`config.mk`:
```
export PLATFORM = sky130hd
export DESIGN_NAME = dbrv_ctrl
export DESIGN_NICKNAME = d
export VERILOG_FILES = /design/src/rtl/dbrv_pkg.sv /design/src/rtl/dbrv_ctrl.sv
export SDC_FILE = /design/constraint.sdc
export NUM_CORES = 1
export LEC_CHECK = 0
export ABC_AREA = 0
export BUFFER_PORTS_ARGS = -buffer_cell sky130_fd_sc_hd__buf_2
export CORE_AREA = 2 2 39 41
export DETAILED_ROUTE_END_ITERATION = 12
export DIE_AREA = 0 0 41 43
export SLEW_MARGIN = 20
export SYNTH_ARGS = -nofsm -noshare
export SYNTH_HDL_FRONTEND = slang
export SYNTH_SLANG_ARGS = --single-unit
```
`constraint.sdc`:
```
create_clock -name clk -period 2 [get_ports clk]
set_clock_uncertainty 0.15 [all_clocks]
set_input_delay 0.2 -clock clk [delete_from_list [all_inputs] [get_ports clk]]
set_output_delay 0.2 -clock clk [all_outputs]
set_load 0.02 [all_outputs]
```
`src/rtl/dbrv_pkg.sv`:
```
// Package for the depth-based right view warp block.
// Holds shared types, codes and constants; no dependencies.
package dbrv_pkg;

  localparam int MAX_WIDTH = 1024;
  localparam int COL_W     = 10;
  localparam int ADDR_W    = COL_W + 1;
  localparam int GEN_W     = 10;
  localparam int PIX_W     = 24;
  localparam int WORD_W    = 1 + GEN_W + PIX_W;
  localparam int DIV_W     = 25;
  localparam int DIV_CNT_W = 5;

  // register indexes on the configuration port
  localparam logic [1:0] REG_DEPTH_MAX = 2'd0;
  localparam logic [1:0] REG_NUMER     = 2'd1;
  localparam logic [1:0] REG_WIDTH     = 2'd2;

  localparam logic [15:0] DEPTH_MAX_RST = 16'd65535;
  localparam logic [23:0] NUMER_RST     = 24'd3162000;
  localparam logic [10:0] WIDTH_RST     = 11'd320;

  // gray weights, scaled by 1000, and the hole threshold
  localparam logic [17:0] LUMA_R    = 18'd299;
  localparam logic [17:0] LUMA_G    = 18'd587;
  localparam logic [17:0] LUMA_B    = 18'd114;
  localparam logic [17:0] LUMA_HOLE = 18'd500;

  typedef struct packed {
    logic [15:0] depth_max;
    logic [23:0] numer;
    logic [10:0] width;
  } cfg_t;

  typedef enum logic [3:0] {
    ST_CLEAR, ST_IDLE, ST_MUL, ST_PROD, ST_DEC, ST_DIV,
    ST_WRITE, ST_SRD, ST_SWR, ST_DONE
  } ctrl_state_t;

  typedef enum logic [2:0] {
    MEM_NONE, MEM_EMIT_RD, MEM_PLACE_WR, MEM_SCRUB_RD, MEM_SCRUB_WR, MEM_CLEAR_WR
  } mem_op_t;

  typedef struct packed {
    logic    load_in;
    logic    calc_cm;
    logic    calc_prod;
    logic    capture;
    logic    div_start;
    logic    finish;
    mem_op_t mem_op;
  } cmd_t;

  typedef struct packed {
    logic place_black;
    logic div_busy;
    logic ptr_last;
    logic out_free;
  } sts_t;

endpackage

```
`src/rtl/dbrv_ctrl.sv`:
```
// Controller state machine sequencing one item through the datapath.
// Depends on dbrv_pkg.
module dbrv_ctrl (
  input  logic            clk,
  input  logic            rst_n,
  input  logic            in_valid,
  output logic            in_ready,
  input  dbrv_pkg::sts_t  sts,
  output dbrv_pkg::cmd_t  cmd
);

  dbrv_pkg::ctrl_state_t state_r, state_nxt;
  logic                  pass_r, pass_nxt;

  always_ff @(posedge clk) begin
    if (!rst_n) begin
      state_r <= dbrv_pkg::ST_CLEAR;
      pass_r  <= 1'b0;
    end else begin
      state_r <= state_nxt;
      pass_r  <= pass_nxt;
    end
  end

  // next state and commands
  always_comb begin
    state_nxt = state_r;
    pass_nxt  = pass_r;
    in_ready  = 1'b0;
    cmd       = '0;
    cmd.mem_op = dbrv_pkg::MEM_NONE;
    unique case (state_r)
      dbrv_pkg::ST_CLEAR: begin
        cmd.mem_op = dbrv_pkg::MEM_CLEAR_WR;
        if (sts.ptr_last) state_nxt = dbrv_pkg::ST_IDLE;
      end
      dbrv_pkg::ST_IDLE: begin
        in_ready    = 1'b1;
        cmd.load_in = in_valid;
        if (in_valid) state_nxt = dbrv_pkg::ST_MUL;
      end
      dbrv_pkg::ST_MUL: begin
        cmd.calc_cm = 1'b1;
        cmd.mem_op  = dbrv_pkg::MEM_EMIT_RD;
        state_nxt   = dbrv_pkg::ST_PROD;
      end
      dbrv_pkg::ST_PROD: begin
        cmd.calc_prod = 1'b1;
        cmd.capture   = 1'b1;
        state_nxt     = dbrv_pkg::ST_DEC;
      end
      dbrv_pkg::ST_DEC: begin
        if (sts.place_black) begin
          state_nxt = dbrv_pkg::ST_WRITE;
        end else begin
          cmd.div_start = 1'b1;
          state_nxt     = dbrv_pkg::ST_DIV;
        end
      end
      dbrv_pkg::ST_DIV: begin
        if (!sts.div_busy) state_nxt = dbrv_pkg::ST_WRITE;
      end
      dbrv_pkg::ST_WRITE: begin
        cmd.mem_op = dbrv_pkg::MEM_PLACE_WR;
        pass_nxt   = 1'b0;
        state_nxt  = dbrv_pkg::ST_SRD;
      end
      dbrv_pkg::ST_SRD: begin
        cmd.mem_op = dbrv_pkg::MEM_SCRUB_RD;
        state_nxt  = dbrv_pkg::ST_SWR;
      end
      dbrv_pkg::ST_SWR: begin
        cmd.mem_op = dbrv_pkg::MEM_SCRUB_WR;
        pass_nxt   = 1'b1;
        state_nxt  = pass_r ? dbrv_pkg::ST_DONE : dbrv_pkg::ST_SRD;
      end
      dbrv_pkg::ST_DONE: begin
        if (sts.out_free) begin
          cmd.finish = 1'b1;
          state_nxt  = dbrv_pkg::ST_IDLE;
        end
      end
      default: state_nxt = dbrv_pkg::ST_IDLE;
    endcase
  end

endmodule

```
==> key figures <==
Outcome
  • Status: complete, no violations

Route
  • First-pass DRT Iterations: 3
  • Vias per cell: 5.21
  • First DRT Iteration DRCs: 16
  • Drt total wl: 1020 um
  • DR DRC count: 0
  • WL/cell: 11.4 um
  • Final ANT Viol Nets: 0
  • DR vias: 464

Finish
  • # diodes: 0
  • Finished Core Util: 0.397
  • Synthesis-to-layout area growth: 23.3%
  • NumNets Final: 81
  • Fin area: 549 um^2
  • Commonest non-fill, non-tap cell in the layout: buf_2
  • Share of cells above drive strength 1: 0.411
  • Most frequent cells in the layout: buf_2 (16), nor2_1 (4), nor3_1 (4)

Worst hold path
  • Hold Startpoint: rst_n
  • Hold endpoint: state_r[3]
  • Hold Crit Class: input port to register
  • Hold depth: 2

Clocking
  • Htree depth: 1
  • Reg clk slew, reported paths: 40 ps
  • Root Buffer: clkbuf_4
  • Insertion delay to the later sink of the worst-skew pair: 240 ps
  • CTS tree: yes
  • Post-CTS setup buffers: 0
  • Clk sink count: 5
  • Max clock buf depth: 2
  • Cts bufs inserted: 3

Logic synthesis
  • Synth Area in Compound Gates: 0.309
  • Cells after synthesis: 56
  • Top cell type by total area after synthesis: dfxtp_1
  • Synth top area share: 0.225
  • Post-synthesis cell type count: 35
  • Syn avg cell area: 7.95 um^2
  • Mux share of post-synthesis cell area: 0.0225
  • Post-synthesis simple-gate area fraction: 0.320
  • Dominant synthesized flop cell: dfxtp_1
  • Synth Net Count: 63
  • Area of the mapped netlist: 445 um^2
  • Post-Synth XOR/XNOR Area: 0
  • Post-Synth Adder-Cell Area: 0
  • Largest family of logic cells by synthesized area: simple AND/OR/NAND/NOR gates
  • Largest cells by area after synthesis: dfxtp_1 (22%), nor3_1 (4.5%), and2_1 (4.2%)
  • Synth warn: 0
  • Synthesis-stage register bit count: 5
  • Async S/R FF share, synth: 0
  • EDFF count, synth: 0
  • Sequential cell area fraction in the yosys report: 0.225

GRT
  • Busiest layer in global routing: met2
  • GR Util All Layers: 0.139
  • Grt met2 use: 0.209
  • Remaining Overflow, GRT: 0
  • GR Layer Usage met1: 0.161
  • GR Util met3: 0.0785
  • Global-route wire length before repair: 1610 um
  • Largest net degree at the start of global routing: 17
  • Initial antenna violation count: 0
  • Vias in the first global route: 395

Timing
  • TNS Setup: 0 ps
  • F_max: 579 MHz
  • Worst Tran Pin Value: 292 ps
  • Min Tclk post-route: 1730 ps
  • Final setup vio count: 0
  • Relative slew margins: 0.804
  • Final hold violation count: 0
  • Fin crit share: 0.863
  • RSZ-0062 raised after global routing: no
  • Final Slew Violations: 0

Worst setup path
  • R2r worst-path depth: 4
  • Critical-path cell list: buf_4 -> inv_2 -> nand2_1 -> nor3_1 -> and2_1 -> buf_2
  • Setup crit end kind: output port
  • Crit. path cell count: 6
  • Worst reg2reg setup slack: 400 ps
  • Slowest CP cell: dfxtp_1
  • Worst EP required: 1650 ps
  • Crit path buffers/inverters: 3
  • R2R Path End: state_r[0]
  • Crit path DAT: 1380 ps
  • Delay-heaviest family, CP: simple AND/OR/NAND/NOR gates
  • Crit path kind: register to output port
  • Critical R2R Launch: state_r[2]
  • Critical Path Source Type: register
  • Max incr delay on CP: 300 ps
  • CP max FO: 11

Power and ir drop
  • Total power: 0.000370 W
  • PwrDens: 673 nW/um^2
  • Leak: 0.237 nW
  • VDD IR max: 293 uV

Place
  • HPWL after detailed placement: 773 um
  • Gpl congestion: 0.837
  • Number of port buffers: 16
  • Placed Area: 520 um^2

Floorplan
  • # rows: 14
  • I/O Pins: 17
  • Initial Util: 0.322
  • Die ar.: 1760 um^2
  • Die H: 43 um
  • Die width: 41 um
  • Core region area: 1380 um^2

Flow run
  • MaxCap Viol Count: 0
[layer usage]
layer	part of all wire	wire length (um)
met3	0.071	72
met5	0	0
met4	0	0
met1	0.47	479
met2	0.46	465
[how the worst max path moves through the flow]
stage               start         end  slack, ps
2_1_floorplan  state_r[3]      cmd[8]        220
3_3_place_gp   state_r[2]  state_r[0]        340
3_5_place_dp   state_r[2]  state_r[0]        310
4_1_cts        state_r[0]      cmd[8]         90
5_1_grt        state_r[3]      cmd[8]        160
6_report       state_r[3]      cmd[8]        270
[flip-flops by register name (all words and copies together) (netlist names)]
register,cells
pass_r,1
state_r,4
[logic make-up after synthesis]
group | after synthesis
muxes | 1
AOI/OAI and AO/OA | 18
and+or+nand+nor | 24
buffers and inverters | 8
DFF | 5
[report_power, final]
part           internal, W  switching, W  total [W]
sequential        0.000109     0.0000212   0.000131
combinational    0.0000584     0.0000639   0.000122
clock            0.0000754     0.0000412   0.000117
total             0.000243      0.000126   0.000370
[through the flow]
stage	worst slack, ps	std cells	hold WS, ps
6_report	273	89	80.2
5_1_grt	157	89	92.7
4_1_cts	87.9	89	73.1
3_5_place_dp	312	85	324
3_3_place_gp	344	85	319
2_1_floorplan	223	56	172
[what timing repair did]
item / in CTS / in global routing
resized for setup: 0 / 2
setup endpoints to repair: 0 / 2
hold buffers: 0 / 0
[cell usage after synthesis, drive strengths merged, types with 2 or more instances]
cell,number
a21oi,3
and2,3
dfxtp,5
nand2,3
inv,2
nand2b,3
buf,5
nor2,4
o22ai,2
nor3,4
o21ai,3
[area by class of cell]
class	instances	area, um^2
inverter	2	7.51
clock buffer	4	26.3
fill	156	835
multi-input combinational	43	290
timing repair buffer	19	103
sequential	5	103
tap	16	20.0
No activity file was read; power rests on OpenSTA's default activity.
